<file path="src/hdl/lctr_pkg.sv">
package lctr_pkg;

   localparam int BLOCK_SAMPLES = 5000;
   localparam int CAPACITY      = 262144;

   localparam logic [31:0] RUN_LIMIT = 32'hFFFF_FF00;
   localparam logic [7:0]  MASK_ALL  = 8'hFF;

   localparam int OPCODE_W = 2;
   localparam int SAMPLE_W = 8;
   localparam int LENGTH_W = 32;
   localparam int SKIP_W   = 16;
   localparam int BLOCKS_W = 16;
   localparam int CSR_IDX_W  = 3;
   localparam int CSR_DATA_W = 16;

   localparam int REC_W = $clog2(CAPACITY);
   localparam int BSC_W = (BLOCK_SAMPLES > 1) ? $clog2(BLOCK_SAMPLES) : 1;

   localparam logic [REC_W-1:0] REC_LAST_CLOSE = REC_W'(CAPACITY - 2);
   localparam logic [BSC_W-1:0] BSC_LAST       = BSC_W'(BLOCK_SAMPLES - 1);

   localparam int FIFO_DEPTH = 4;
   localparam int FIFO_PTR_W = $clog2(FIFO_DEPTH);
   localparam int FIFO_CNT_W = $clog2(FIFO_DEPTH + 1);

   // opcodes
   localparam logic [OPCODE_W-1:0] OP_START  = 2'd0;
   localparam logic [OPCODE_W-1:0] OP_SAMPLE = 2'd1;
   localparam logic [OPCODE_W-1:0] OP_STOP   = 2'd2;

   // register indexes
   localparam logic [CSR_IDX_W-1:0] CSR_TRIG_ENABLE = 3'd0;
   localparam logic [CSR_IDX_W-1:0] CSR_TRIG_VALUE  = 3'd1;
   localparam logic [CSR_IDX_W-1:0] CSR_TRIG_MASK   = 3'd2;
   localparam logic [CSR_IDX_W-1:0] CSR_SKIP_COUNT  = 3'd3;
   localparam logic [CSR_IDX_W-1:0] CSR_BLOCK_COUNT = 3'd4;

   typedef enum logic [1:0] {
      PH_IDLE,
      PH_TRIG,
      PH_FIRST,
      PH_CAPT
   } phase_type;

   typedef struct packed {
      logic [SAMPLE_W-1:0] value;
      logic [LENGTH_W-1:0] length;
      logic                last;
   } rec_type;

   // one queue entry: one or two records caused by a single sample
   typedef struct packed {
      logic                two;
      rec_type             rec0;
      logic [SAMPLE_W-1:0] value1;
      logic [LENGTH_W-1:0] length1;
   } evt_type;

   typedef struct packed {
      logic full;
      logic empty;
   } fifo_stat_type;

endpackage

</file>
<file path="src/hdl/lctr_if.sv">
interface lctr_req_if import lctr_pkg::*; ();
   logic                valid;
   logic                ready;
   logic [OPCODE_W-1:0] opcode;
   logic [SAMPLE_W-1:0] sample;

   modport source (output valid, output opcode, output sample, input ready);
   modport sink   (input valid, input opcode, input sample, output ready);
endinterface

interface lctr_rsp_if import lctr_pkg::*; ();
   logic                valid;
   logic                ready;
   logic [SAMPLE_W-1:0] run_value;
   logic [LENGTH_W-1:0] run_length;
   logic                last;

   modport source (output valid, output run_value, output run_length, output last,
                   input ready);
   modport sink   (input valid, input run_value, input run_length, input last,
                   output ready);
endinterface

</file>
<file path="src/hdl/lctr_front.sv">
module lctr_front import lctr_pkg::*; (
   input  logic                  clock,
   input  logic                  reset,
   lctr_req_if.sink              req_chan,
   input  logic                  csr_we,
   input  logic [CSR_IDX_W-1:0]  csr_index,
   input  logic [CSR_DATA_W-1:0] csr_wdata,
   input  fifo_stat_type         stat,
   output logic                  push,
   output evt_type               push_data
);

   logic                trig_enable_ff;
   logic [SAMPLE_W-1:0] trig_value_ff;
   logic [SAMPLE_W-1:0] trig_mask_ff;
   logic [SKIP_W-1:0]   skip_count_ff;
   logic [BLOCKS_W-1:0] block_count_ff;

   phase_type           phase_ff, phase_in;
   logic [SAMPLE_W-1:0] held_ff, held_in;
   logic [LENGTH_W-1:0] run_ff, run_in;
   logic [REC_W-1:0]    rec_ff, rec_in;
   logic [SKIP_W-1:0]   skip_ff, skip_in;
   logic [BSC_W-1:0]    bsc_ff, bsc_in;
   logic [BLOCKS_W-1:0] blocks_ff, blocks_in;
   logic                stop_ff, stop_in;

   logic accept;
   logic trig_wait;
   logic trig_hit;

   assign req_chan.ready = !stat.full;
   assign accept    = req_chan.valid && req_chan.ready;
   assign trig_wait = trig_enable_ff && (trig_mask_ff != '0) && (trig_mask_ff != MASK_ALL);
   assign trig_hit  = (req_chan.sample & trig_mask_ff) == (trig_value_ff & trig_mask_ff);

   always_ff @(posedge clock) begin
      if (reset) begin
         trig_enable_ff <= 1'b0;
         trig_value_ff  <= '0;
         trig_mask_ff   <= '0;
         skip_count_ff  <= '0;
         block_count_ff <= BLOCKS_W'(2);
      end else if (csr_we) begin
         unique case (csr_index)
            CSR_TRIG_ENABLE: trig_enable_ff <= csr_wdata[0];
            CSR_TRIG_VALUE:  trig_value_ff  <= csr_wdata[SAMPLE_W-1:0];
            CSR_TRIG_MASK:   trig_mask_ff   <= csr_wdata[SAMPLE_W-1:0];
            CSR_SKIP_COUNT:  skip_count_ff  <= csr_wdata[SKIP_W-1:0];
            CSR_BLOCK_COUNT: block_count_ff <= csr_wdata[BLOCKS_W-1:0];
            default: ;
         endcase
      end
   end

   always_ff @(posedge clock) begin
      if (reset) begin
         phase_ff  <= PH_IDLE;
         held_ff   <= '0;
         run_ff    <= '0;
         rec_ff    <= '0;
         skip_ff   <= '0;
         bsc_ff    <= '0;
         blocks_ff <= '0;
         stop_ff   <= 1'b0;
      end else begin
         phase_ff  <= phase_in;
         held_ff   <= held_in;
         run_ff    <= run_in;
         rec_ff    <= rec_in;
         skip_ff   <= skip_in;
         bsc_ff    <= bsc_in;
         blocks_ff <= blocks_in;
         stop_ff   <= stop_in;
      end
   end

   always_comb begin
      logic closed;
      logic done;
      phase_in  = phase_ff;
      held_in   = held_ff;
      run_in    = run_ff;
      rec_in    = rec_ff;
      skip_in   = skip_ff;
      bsc_in    = bsc_ff;
      blocks_in = blocks_ff;
      stop_in   = stop_ff;
      push      = 1'b0;
      push_data = '0;
      closed    = 1'b0;
      done      = 1'b0;

      if (accept) begin
         case (req_chan.opcode)
            OP_START: begin
               run_in    = '0;
               rec_in    = '0;
               skip_in   = '0;
               bsc_in    = '0;
               blocks_in = '0;
               stop_in   = 1'b0;
               phase_in  = trig_wait ? PH_TRIG : PH_FIRST;
            end
            OP_STOP: begin
               if (phase_ff == PH_TRIG) begin
                  stop_in  = 1'b1;
                  phase_in = PH_FIRST;
               end else if (phase_ff != PH_IDLE) begin
                  stop_in = 1'b1;
               end
            end
            OP_SAMPLE: begin
               unique case (phase_ff)
                  PH_IDLE: ;
                  PH_TRIG: begin
                     if (trig_hit) phase_in = PH_FIRST;
                  end
                  PH_FIRST: begin
                     held_in   = req_chan.sample;
                     run_in    = LENGTH_W'(1);
                     skip_in   = '0;
                     bsc_in    = '0;
                     blocks_in = (block_count_ff == '0) ? BLOCKS_W'(1) : block_count_ff;
                     phase_in  = PH_CAPT;
                  end
                  PH_CAPT: begin
                     if (skip_ff < skip_count_ff) begin
                        skip_in = skip_ff + SKIP_W'(1);
                     end else begin
                        skip_in = '0;
                        if (req_chan.sample == held_ff && run_ff < RUN_LIMIT) begin
                           run_in = run_ff + LENGTH_W'(1);
                        end else begin
                           // close the current run
                           closed                = 1'b1;
                           push                  = 1'b1;
                           push_data.rec0.value  = held_ff;
                           push_data.rec0.length = run_ff;
                           push_data.rec0.last   = 1'b0;
                           rec_in                = rec_ff + REC_W'(1);
                           held_in               = req_chan.sample;
                           run_in                = LENGTH_W'(1);
                           if (rec_ff == REC_LAST_CLOSE) begin
                              // buffer full: emit the new run as final
                              done              = 1'b1;
                              push_data.two     = 1'b1;
                              push_data.value1  = req_chan.sample;
                              push_data.length1 = LENGTH_W'(1);
                           end
                        end
                        if (!done) begin
                           if (bsc_ff == BSC_LAST) begin
                              bsc_in = '0;
                              if (blocks_ff <= BLOCKS_W'(1) || stop_ff) begin
                                 blocks_in = '0;
                                 done      = 1'b1;
                                 push      = 1'b1;
                                 if (closed) begin
                                    push_data.two     = 1'b1;
                                    push_data.value1  = held_in;
                                    push_data.length1 = run_in;
                                 end else begin
                                    push_data.rec0.value  = held_in;
                                    push_data.rec0.length = run_in;
                                    push_data.rec0.last   = 1'b1;
                                 end
                              end else begin
                                 blocks_in = blocks_ff - BLOCKS_W'(1);
                              end
                           end else begin
                              bsc_in = bsc_ff + BSC_W'(1);
                           end
                        end
                        if (done) begin
                           phase_in = PH_IDLE;
                           stop_in  = 1'b0;
                        end
                     end
                  end
                  default: ;
               endcase
            end
            default: ;
         endcase
      end
   end

endmodule

</file>
<file path="src/hdl/lctr_fifo.sv">
module lctr_fifo import lctr_pkg::*; (
   input  logic          clock,
   input  logic          reset,
   input  logic          push,
   input  evt_type       push_data,
   input  logic          pop,
   output evt_type       head,
   output fifo_stat_type stat
);

   evt_type                mem_ff [FIFO_DEPTH];
   logic [FIFO_PTR_W-1:0]  wr_ptr_ff, wr_ptr_in;
   logic [FIFO_PTR_W-1:0]  rd_ptr_ff, rd_ptr_in;
   logic [FIFO_CNT_W-1:0]  count_ff, count_in;

   function automatic logic [FIFO_PTR_W-1:0] next_ptr(input logic [FIFO_PTR_W-1:0] p);
      return (p == FIFO_PTR_W'(FIFO_DEPTH - 1)) ? '0 : p + FIFO_PTR_W'(1);
   endfunction

   assign stat.full  = (count_ff == FIFO_CNT_W'(FIFO_DEPTH));
   assign stat.empty = (count_ff == '0);
   assign head       = mem_ff[rd_ptr_ff];

   always_comb begin
      wr_ptr_in = push ? next_ptr(wr_ptr_ff) : wr_ptr_ff;
      rd_ptr_in = pop  ? next_ptr(rd_ptr_ff) : rd_ptr_ff;
      count_in  = count_ff;
      if (push && !pop) count_in = count_ff + FIFO_CNT_W'(1);
      else if (pop && !push) count_in = count_ff - FIFO_CNT_W'(1);
   end

   always_ff @(posedge clock) begin
      if (push) mem_ff[wr_ptr_ff] <= push_data;
   end

   always_ff @(posedge clock) begin
      if (reset) begin
         wr_ptr_ff <= '0;
         rd_ptr_ff <= '0;
         count_ff  <= '0;
      end else begin
         wr_ptr_ff <= wr_ptr_in;
         rd_ptr_ff <= rd_ptr_in;
         count_ff  <= count_in;
      end
   end

`ifndef ASSERT_OFF
   a_no_overflow: assert property (@(posedge clock) disable iff (reset)
      push && stat.full |-> pop)
      else $error("queue overflow");
   a_no_underflow: assert property (@(posedge clock) disable iff (reset)
      pop |-> !stat.empty)
      else $error("queue underflow");
   a_count_tracks: assert property (@(posedge clock) disable iff (reset)
      push && !pop |=> count_ff == $past(count_ff) + FIFO_CNT_W'(1))
      else $error("queue count lost a push");
`endif

endmodule

</file>
<file path="src/hdl/lctr_back.sv">
module lctr_back import lctr_pkg::*; (
   input  logic          clock,
   input  logic          reset,
   input  evt_type       head,
   input  fifo_stat_type stat,
   output logic          pop,
   lctr_rsp_if.source    rsp_chan
);

   logic                valid_ff, valid_in;
   logic                sel_ff, sel_in;
   logic [SAMPLE_W-1:0] value_ff, value_in;
   logic [LENGTH_W-1:0] length_ff, length_in;
   logic                last_ff, last_in;
   logic                load;

   assign rsp_chan.valid      = valid_ff;
   assign rsp_chan.run_value  = value_ff;
   assign rsp_chan.run_length = length_ff;
   assign rsp_chan.last       = last_ff;

   assign load = (!valid_ff || rsp_chan.ready) && !stat.empty;
   // hold the entry until its second record has gone out
   assign pop  = load && (!head.two || sel_ff);

   always_comb begin
      valid_in  = valid_ff;
      sel_in    = sel_ff;
      value_in  = value_ff;
      length_in = length_ff;
      last_in   = last_ff;
      if (valid_ff && rsp_chan.ready) valid_in = 1'b0;
      if (load) begin
         valid_in = 1'b1;
         if (sel_ff) begin
            value_in  = head.value1;
            length_in = head.length1;
            last_in   = 1'b1;
            sel_in    = 1'b0;
         end else begin
            value_in  = head.rec0.value;
            length_in = head.rec0.length;
            last_in   = head.rec0.last;
            sel_in    = head.two;
         end
      end
   end

   always_ff @(posedge clock) begin
      if (reset) begin
         valid_ff <= 1'b0;
         sel_ff   <= 1'b0;
      end else begin
         valid_ff <= valid_in;
         sel_ff   <= sel_in;
      end
   end

   always_ff @(posedge clock) begin
      value_ff  <= value_in;
      length_ff <= length_in;
      last_ff   <= last_in;
   end

`ifndef ASSERT_OFF
   a_sel_has_second: assert property (@(posedge clock) disable iff (reset)
      sel_ff |-> !stat.empty && head.two)
      else $error("second record selected without a two-record entry");
   a_second_is_last: assert property (@(posedge clock) disable iff (reset)
      load && sel_ff |=> valid_ff && last_ff)
      else $error("second record of an entry not marked final");
`endif

endmodule

</file>
<file path="src/hdl/logic_capture_trigger_rle.sv">
// channel   | dir | handshake            | payload
// ----------+-----+----------------------+---------------------------------
// req_chan  | in  | valid/ready          | opcode[1:0], sample[7:0]
// rsp_chan  | out | valid/ready          | run_value[7:0], run_length[31:0], last
// csr_*     | in  | csr_we (no wait)     | csr_index[2:0], csr_wdata[15:0]
//
// One request is taken per cycle while the queue has room; the front end updates
// all capture state in the cycle of the transfer and queues records in a 4-entry
// queue. Records leave through a registered output, one per cycle while rsp_chan
// is ready; a sample that closes a run and ends the capture yields two records.
// req_chan.ready drops only while the queue is full, i.e. when rsp_chan stalls.
// Reset is synchronous and clears control state; registers return to defaults.
module logic_capture_trigger_rle import lctr_pkg::*; (
   input  logic                  clock,
   input  logic                  reset,
   lctr_req_if.sink              req_chan,
   lctr_rsp_if.source            rsp_chan,
   input  logic                  csr_we,
   input  logic [CSR_IDX_W-1:0]  csr_index,
   input  logic [CSR_DATA_W-1:0] csr_wdata
);

   fifo_stat_type stat;
   logic          push;
   logic          pop;
   evt_type       push_data;
   evt_type       head;

   lctr_front u_front (
      .clock     (clock),
      .reset     (reset),
      .req_chan  (req_chan),
      .csr_we    (csr_we),
      .csr_index (csr_index),
      .csr_wdata (csr_wdata),
      .stat      (stat),
      .push      (push),
      .push_data (push_data)
   );

   lctr_fifo u_fifo (
      .clock     (clock),
      .reset     (reset),
      .push      (push),
      .push_data (push_data),
      .pop       (pop),
      .head      (head),
      .stat      (stat)
   );

   lctr_back u_back (
      .clock    (clock),
      .reset    (reset),
      .head     (head),
      .stat     (stat),
      .pop      (pop),
      .rsp_chan (rsp_chan)
   );

endmodule
</file>
<file path="src/flat_wrapper.sv">
// flat-port wrapper written by rule: the top's interface ports become plain ports
module logic_capture_trigger_rle_flat import lctr_pkg::*;
  (clock, reset, csr_we, csr_index, csr_wdata, req_chan_valid, req_chan_opcode, req_chan_sample, req_chan_ready, rsp_chan_valid, rsp_chan_run_value, rsp_chan_run_length, rsp_chan_last, rsp_chan_ready);
  lctr_req_if req_chan_i ();
  lctr_rsp_if rsp_chan_i ();
  input  logic clock;
  input  logic reset;
  input  logic csr_we;
  input  logic [CSR_IDX_W-1:0] csr_index;
  input  logic [CSR_DATA_W-1:0] csr_wdata;
  input wire logic [$bits(req_chan_i.valid)-1:0] req_chan_valid;
  input wire logic [$bits(req_chan_i.opcode)-1:0] req_chan_opcode;
  input wire logic [$bits(req_chan_i.sample)-1:0] req_chan_sample;
  output wire logic [$bits(req_chan_i.ready)-1:0] req_chan_ready;
  output wire logic [$bits(rsp_chan_i.valid)-1:0] rsp_chan_valid;
  output wire logic [$bits(rsp_chan_i.run_value)-1:0] rsp_chan_run_value;
  output wire logic [$bits(rsp_chan_i.run_length)-1:0] rsp_chan_run_length;
  output wire logic [$bits(rsp_chan_i.last)-1:0] rsp_chan_last;
  input wire logic [$bits(rsp_chan_i.ready)-1:0] rsp_chan_ready;
  assign req_chan_i.valid = req_chan_valid;
  assign req_chan_i.opcode = req_chan_opcode;
  assign req_chan_i.sample = req_chan_sample;
  assign req_chan_ready = req_chan_i.ready;
  assign rsp_chan_valid = rsp_chan_i.valid;
  assign rsp_chan_run_value = rsp_chan_i.run_value;
  assign rsp_chan_run_length = rsp_chan_i.run_length;
  assign rsp_chan_last = rsp_chan_i.last;
  assign rsp_chan_i.ready = rsp_chan_ready;
  logic_capture_trigger_rle u_core (.clock(clock), .reset(reset), .req_chan(req_chan_i), .rsp_chan(rsp_chan_i), .csr_we(csr_we), .csr_index(csr_index), .csr_wdata(csr_wdata));
endmodule
</file>
<file path="config.mk">
export PLATFORM = sky130hd
export DESIGN_NAME = logic_capture_trigger_rle_flat
export DESIGN_NICKNAME = d
export VERILOG_FILES = /design/src/hdl/lctr_pkg.sv /design/src/hdl/lctr_if.sv /design/src/hdl/lctr_front.sv /design/src/hdl/lctr_fifo.sv /design/src/hdl/lctr_back.sv /design/src/hdl/logic_capture_trigger_rle.sv /design/src/flat_wrapper.sv
export SDC_FILE = /design/constraint.sdc
export NUM_CORES = 1
export LEC_CHECK = 0
export BUFFER_PORTS_ARGS = -buffer_cell sky130_fd_sc_hd__buf_2
export CORE_AREA = 2 2 271 219
export CTS_BUF_LIST = sky130_fd_sc_hd__clkbuf_16
export DETAILED_ROUTE_END_ITERATION = 8
export DIE_AREA = 0 0 273 221
export PLACE_DENSITY_LB_ADDON = 0.25
export SYNTH_ARGS = -nofsm -noshare
export SYNTH_HDL_FRONTEND = slang
export SYNTH_SLANG_ARGS = --single-unit
</file>
<file path="constraint.sdc">
create_clock -name clock -period 5.6 [get_ports clock]
set_clock_uncertainty 0.1 [all_clocks]
set_input_delay 0.56 -clock clock [delete_from_list [all_inputs] [get_ports clock]]
set_output_delay 0.56 -clock clock [all_outputs]
set_load 0.02 [all_outputs]
</file>
Word-level counts from Yosys, hierarchy flattened

Memory sizes are Yosys's and may differ from the RTL's. A register that Yosys moved wholly into a read port is not among the register bits.
Cells that the tools add are included.

$add $sub $neg: 9
Multiply operators: 0
Div/mod/pow operators: 0
Order comparisons: 3
Eq/ne operators: 31
Shift-type cells: 0
Mux-type cells: 89
Bitwise operators: 2
Reductions and logical operators: 42

Operators by type and width:

| kind                                                                   | count |
|---|---|
| 82-bit 2-to-1 mux                                                      | 8 |
| 16-bit case mux with 2 select lines                                    | 4 |
| 32-bit case mux with 2 select lines                                    | 2 |
| 16-bit 2-to-1 mux                                                      | 6 |
| 32-bit 2-to-1 mux                                                      | 3 |
| 40-bit 2-to-1 mux                                                      | 2 |
| 18-bit 2-to-1 mux                                                      | 3 |
| 13-bit case mux with 2 select lines                                    | 2 |
| 41-bit 2-to-1 mux                                                      | 1 |
| 13-bit 2-to-1 mux                                                      | 3 |
| 1-bit 2-to-1 mux                                                       | 36 |
| 18-bit case mux with 2 select lines                                    | 1 |
| 32-bit by 1-bit adder with 32-bit output, second input constant        | 1 |
| 32-bit < comparator, second input constant                             | 1 |
| 8-bit 2-to-1 mux                                                       | 3 |
| 18-bit by 1-bit adder with 18-bit output, second input constant        | 1 |
| 18-bit equality test, second input constant                            | 1 |
| 2-bit 2-to-1 mux                                                       | 9 |
| 3-bit != test, second input constant                                   | 6 |
| 16-bit by 1-bit adder with 16-bit output, second input constant        | 1 |
| 8-bit bitwise AND                                                      | 2 |
| 8-bit equality test                                                    | 2 |
| 16-bit by 1-bit <= comparator with 1-bit output, second input constant | 1 |
| 16-bit zero test                                                       | 1 |
| other kinds (34)                                                       | 76 |

Register bits: 205
Latch bits: 0
RAM bits: 328
ROM bits: 0
Logic and storage cells: 198
Memories: 1

Memory list:

| memory               | depth | width | read ports | clocked after Yosys merged registers in | write ports | line            | source |
|---|---|---|---|---|---|---|---|
| u_core.u_fifo.mem_ff | 4     | 82    | 1          | 1                                       | 1           | lctr_fifo.sv:11 | `evt_type mem_ff [FIFO_DEPTH];` |

Depth between registers and ports, before layout

Depth in word-level cells: 16
Mapped depth: 15
Mapped depth without buffers: 13

By module

A second synthesis with hierarchy kept.

Cells, all modules: 1833
Area, all modules: 23669.0 µm²

By module, submodules not included:

| module     | times used | cells an instance | area an instance (µm²) | sequential area each (µm²) |
|---|---|---|---|---|
| lctr_fifo  | 1          | 472               | 12355.6                | 10029.6 |
| lctr_front | 1          | 1263              | 9298.9                 | 3103.0 |
| lctr_back  | 1          | 98                | 2014.4                 | 1271.2 |

Worst setup path before layout

OpenSTA, ideal clock, no wires.

Kind: reg2reg
Start point: register u_core.u_front.blocks_ff[8]
End point: memory u_core.u_fifo.mem_ff[0][0] in the netlist's numbering, enable pin
Data arrival time: 4.026 ns
Path slack: 1.024 ns
Cell stages (with the launch flop): 7
Buffers on the path: 0
Period minus slack after synthesis: 4.576 ns
Cells stage by stage: dfxtp_1 > or4_4 > or4_4 > o31ai_4 > nand2b_4 > a21oi_4 > and2_1

Longest elaborated chain between the ends: 11

RTL lines:

| what                                            | line              | source |
|---|---|---|
| start: declaration                              | lctr_front.sv:25  | `logic [BLOCKS_W-1:0] blocks_ff, blocks_in;` |
| start signal: assignment                        | lctr_front.sv:73  | `blocks_ff <= blocks_in;` |
| 16-bit by 1-bit <= comparator with 1-bit output | lctr_front.sv:155 | `if (blocks_ff <= BLOCKS_W'(1) \|\| stop_ff) begin` |
| 1-bit logical OR                                | lctr_front.sv:155 |  |
| 1-bit 2-to-1 mux                                | lctr_front.sv:155 |  |
| 1-bit 2-to-1 mux                                | lctr_front.sv:153 | `if (bsc_ff == BSC_LAST) begin` |
| 1-bit 2-to-1 mux                                | lctr_front.sv:152 | `if (!done) begin` |
| 1-bit 2-to-1 mux                                | lctr_front.sv:128 | `if (skip_ff < skip_count_ff) begin` |
| 1-bit 2-to-1 mux                                | lctr_front.sv:114 | `unique case (phase_ff)` |
| 1-bit 2-to-1 mux                                | lctr_front.sv:95  | `case (req_chan.opcode)` |
| 1-bit 2-to-1 mux                                | lctr_front.sv:94  | `if (accept) begin` |
| 1-bit 2-to-1 mux                                | lctr_fifo.sv:33   | `if (push) mem_ff[wr_ptr_ff] <= push_data;` |
| 1-bit 2-to-1 mux (not written as such)          | lctr_fifo.sv:33   |  |
| end: declaration                                | lctr_fifo.sv:11   |  |

Every way passes these cells.

==> metrics.md <==
| Metric | Value |
|---|---|
| Status | complete, no violations |
| Maximum capacitance violations | 0 |
| Count of routing violations after the opening detailed-route iteration | 1201 |
| Initial antenna violation count | 0 |
| Core outline area | around 58000 um^2 |
| GRT Total Usage | 16.9% |
| Post-route setup TNS | 0 ns |
| Final critical delay including setup and external delays | between 4 and 5 ns |
| DR WL/cell | 18.2 um |
| Mean post-synth cell area | 12.7 um^2 |
| Flop pwr share | 50.5% |
| P&R area growth vs syn | 14.2% |
| Final setup violating endpoints | 0 |
| Number of antenna diodes | 0 |
| Count of H-tree levels built during CTS | 2 |
| Data arrival time of the critical path | 4.52 ns |
| Vias in the first global route | 14.5k |
| Largest net degree at the start of global routing | 65 |
| Post-synthesis share of cell area spent on xor and xnor gates | under 10% |
| Final standard cell utilization of the core | 45.3% |
| Placer Congestion | between 0.8 and 0.9 |
| Clk_lat worst skew | approximately 0.60 ns |
| Final Hold Violating Endpoints | 0 |
| Number of iterations in the first detailed-routing pass | 5 |
| Wire length of the first global-routing pass | a little over 80000 um |
| Post-cts resize count | 0 |
| Vias per std cell | 5.23 |
| Max-slew headroom at the worst pin | about 15% |
| TritonCTS clock tree | yes |
| Instance count after placement with tap cells included | 2694 |
| Reported leakage power | 8.89 nW |
| Top library cells by usage in the layout, fill and taps aside | edfxtp_1 (369), nand2_1 (299), dfxtp_1 (163) |
| Worst Hold Margin | 0.118 ns |
| Sequential cell area fraction in the yosys report | 63.0% |
| Buffer type at the clock tree root | clkbuf_16 |
| Detailed-route wire length | 50900 um |
| Count of state elements after synthesis | 535 |
| Dominant combinational cell family by area after synthesis | simple AND/OR/NAND/NOR gates |
| Fraction of the mapped netlist area in adder cells | 1.95% |
| Cell Pwr Density | 341 nW/um^2 |
| R2R depth | 11 |
| Cell count after synthesis | 1804 |
| Buffers inserted by post-CTS timing repair | 0 |
| Cell area after technology mapping | 22900 um^2 |
| Die Y-Extent | 221 um |
| Most frequent standard cell in the layout excluding fill and tap cells | edfxtp_1 |
| Compound-Gate Fraction of Synth Area | 7.80% |
| Worst hold-check path type | in -> reg |
| Number of distinct standard cells referenced by the synthesized netlist | 80 |
| Number of filler instances in the final layout | about 5.3k |
| Final period util | about three quarters |
| Num CTS Buffers | 54 |
| Max VDD drop | about 0.21 mV |
| Remaining antenna violation count after routing | 0 |
| Critical-path maximum fanout | 21 |
| Leading register cell type out of synthesis | edfxtp_1 |
| Cell types with the largest area share after synthesis | edfxtp_1 (48%), dfxtp_1 (15%), mux4_2 (8.1%), nand2_1 (4.9%), a21oi_1 (2.5%) |
| Transition at the pin with the smallest max-transition slack | 1.28 ns |
| Internal power | 6.60 mW |
| Die extent in x | roughly 270 um |
| Total number of vias | approximately 15k |
| Area enclosed by the die boundary | 60300 um^2 |
| Required @ worst endpoint | 5.84 ns |
| Clock tree sinks | 535 |
| Starting Density | 39.6% |
| Total of warnings raised by yosys | 0 |
| Clock slew at the register clock pins of the worst setup and hold paths | roughly 0.060 ns |
| Count of flip-flops with a built-in enable after synthesis | 369 |
| Area fraction of the dominant cell type after synthesis | 48.4% |
| Worst hold path depth | 3 |
| Number of max-slew violations in the final report | 0 |
| Yosys top cell by area | edfxtp_1 |
| Share of post-route cells with drive strength above 1 | approximately 14% |
| Post-route non-filler standard cell count | 2794 |
| IO Pins | 77 |
| Endpoint kind of the worst setup timing path | register |
| Cts-stage hold buffer count | 0 |
| PortBufs | 76 |
| Final net count | 2050 |
| Global route overflow | 0 |
| Combinational cell fraction of total power | 11.9% |
| Fraction of power spent switching nets | 25.8% |
| Maximum frequency from static timing analysis | 234 MHz |
| Asr flop ratio synth | 0% |
| Unrepaired setup endpoints after global routing | false |
| Simple-gate share of the synthesized area | 13.3% |
| Row Count | 79 |
| Crit start category | register |
| Worst setup path class | reg -> reg |
| Detailed Place HPWL | between 30000 and 40000 um |
| Number of buffers between clock root and the deepest sink | 3 |
| Sw power | 2.30 mW |
| Remaining DRCs | 0 |
| Part of the total power dissipated in the clock network | 37.6% |
| Multiplexer fraction of the synthesized cell area | around 8.7% |
[cells by family (layout without fill, tap and decap cells)]
| family | count (synthesis) | count (layout) |
|---|---|---|
| AND/OR/NAND/NOR | 650 | 650 |
| flip-flops | 535 | 535 |
| AO/OA/AOI/OAI | 281 | 281 |
| buffers and inverters | 133 | 231 |
| multiplexers | 96 | 96 |
| XOR/XNOR | 73 | 73 |
| adder cells (fa/ha/maj) | 35 | 35 |
| other | 1 | 124 |
[stage by stage]
step	worst slack, ns	total power, mW	cell area, um^2
2_1_floorplan	1.02	5.26	23300
3_5_place_dp	1.41	5.67	24500
3_3_place_gp	1.53	5.67	24500
6_report	1.32	8.90	26100
4_1_cts	1.37	9.03	26100
5_1_grt	0.995	9.29	26100
[Yosys cell counts, types with 6 or more instances]
library cell and count:
o211ai_1 7, xnor2_1 19, xor2_1 54, o2111ai_1 6, buf_2 12, nand3_1 49
nor2_1 119, a22oi_1 8, clkbuf_1 64, o2bb2ai_1 6, a21oi_1 113, and4_1 9
nor4_1 12, and2_1 25, buf_1 14, mux2i_1 13, nand2b_1 6, inv_1 33
edfxtp_1 369, nor3_1 19, o21ai_0 36, nand4_1 33, a31oi_1 23, o21ai_1 14
mux4_2 82, dfxtp_1 166, or3_1 13, o31ai_1 26, buf_6 6, ha_1 34
nand2_1 299, and3_1 28
[final timing paths]
| check | startpoint | to | slack (ns) |
|---|---|---|---|
| worst max-delay path | u_core.u_front.skip_count_ff[15]$_SDFFE_PP0P_ | u_core.u_fifo.mem_ff[0][64]$_DFFE_PP_ | 1.32 |
| worst min register to register | u_core.u_front.skip_count_ff[14]$_SDFFE_PP0P_ | u_core.u_front.skip_count_ff[14]$_SDFFE_PP0P_ | 0.36 |
| worst max register to register | u_core.u_front.skip_count_ff[15]$_SDFFE_PP0P_ | u_core.u_fifo.mem_ff[0][64]$_DFFE_PP_ | 1.32 |
| worst min-delay path | csr_wdata[8] | u_core.u_front.block_count_ff[8]$_SDFFE_PP0P_ | 0.12 |
[sequential cells by signal, indices dropped and copies added (netlist names), 13 cells and up, named ones only]
signal,count
u_core.u_back.rsp_chan.run_length,32
u_core.u_fifo.mem_ff,328
u_core.u_front.block_count_ff,16
u_core.u_front.blocks_ff,16
u_core.u_front.bsc_ff,13
u_core.u_front.rec_ff,18
u_core.u_front.run_ff,32
u_core.u_front.skip_count_ff,16
u_core.u_front.skip_ff,16
[layout make-up]
cell class | count | area, um^2 | area share (%)
Clock buffer | 54 | 1350 | 5.17
Clock inverter | 46 | 277 | 1.06
Inverter | 36 | 135 | 0.517
Multi-Input combinational cell | 1259 | 8420 | 32.2
Sequential cell | 535 | 14400 | 55.2
Tap cell | 769 | 962 | 3.68
Timing Repair Buffer | 95 | 573 | 2.19
[power groups by stage]
stage	registers, mW	logic [mW]	clock network (mW)
final	4.49	1.06	3.35
after floorplan	4.70	0.567	0
after global routing	4.51	1.17	3.61
after global placement	4.58	1.09	0
after CTS	4.50	1.09	3.44
after detailed placement	4.58	1.09	0
[layer usage]
metal,share of wire [%],global-route usage [%]
met1,47,24.1
met5,0,0
met3,4.6,2.41
met2,46,27.0
met4,2.3,4.90
[worst max-delay path, cell delays in order, from the launching register on]
cell,delay (ns)
dfxtp_1,0.34
inv_1,0.05
ha_1,0.31
nand4_1,0.14
or2_1,0.32
o22ai_1,0.74
o31ai_2,0.16
buf_4,0.23
nor3_4,0.73
buf_4,0.38
nand2_1,0.09
a31oi_1,0.41
Power figures use the tool's default switching activity.
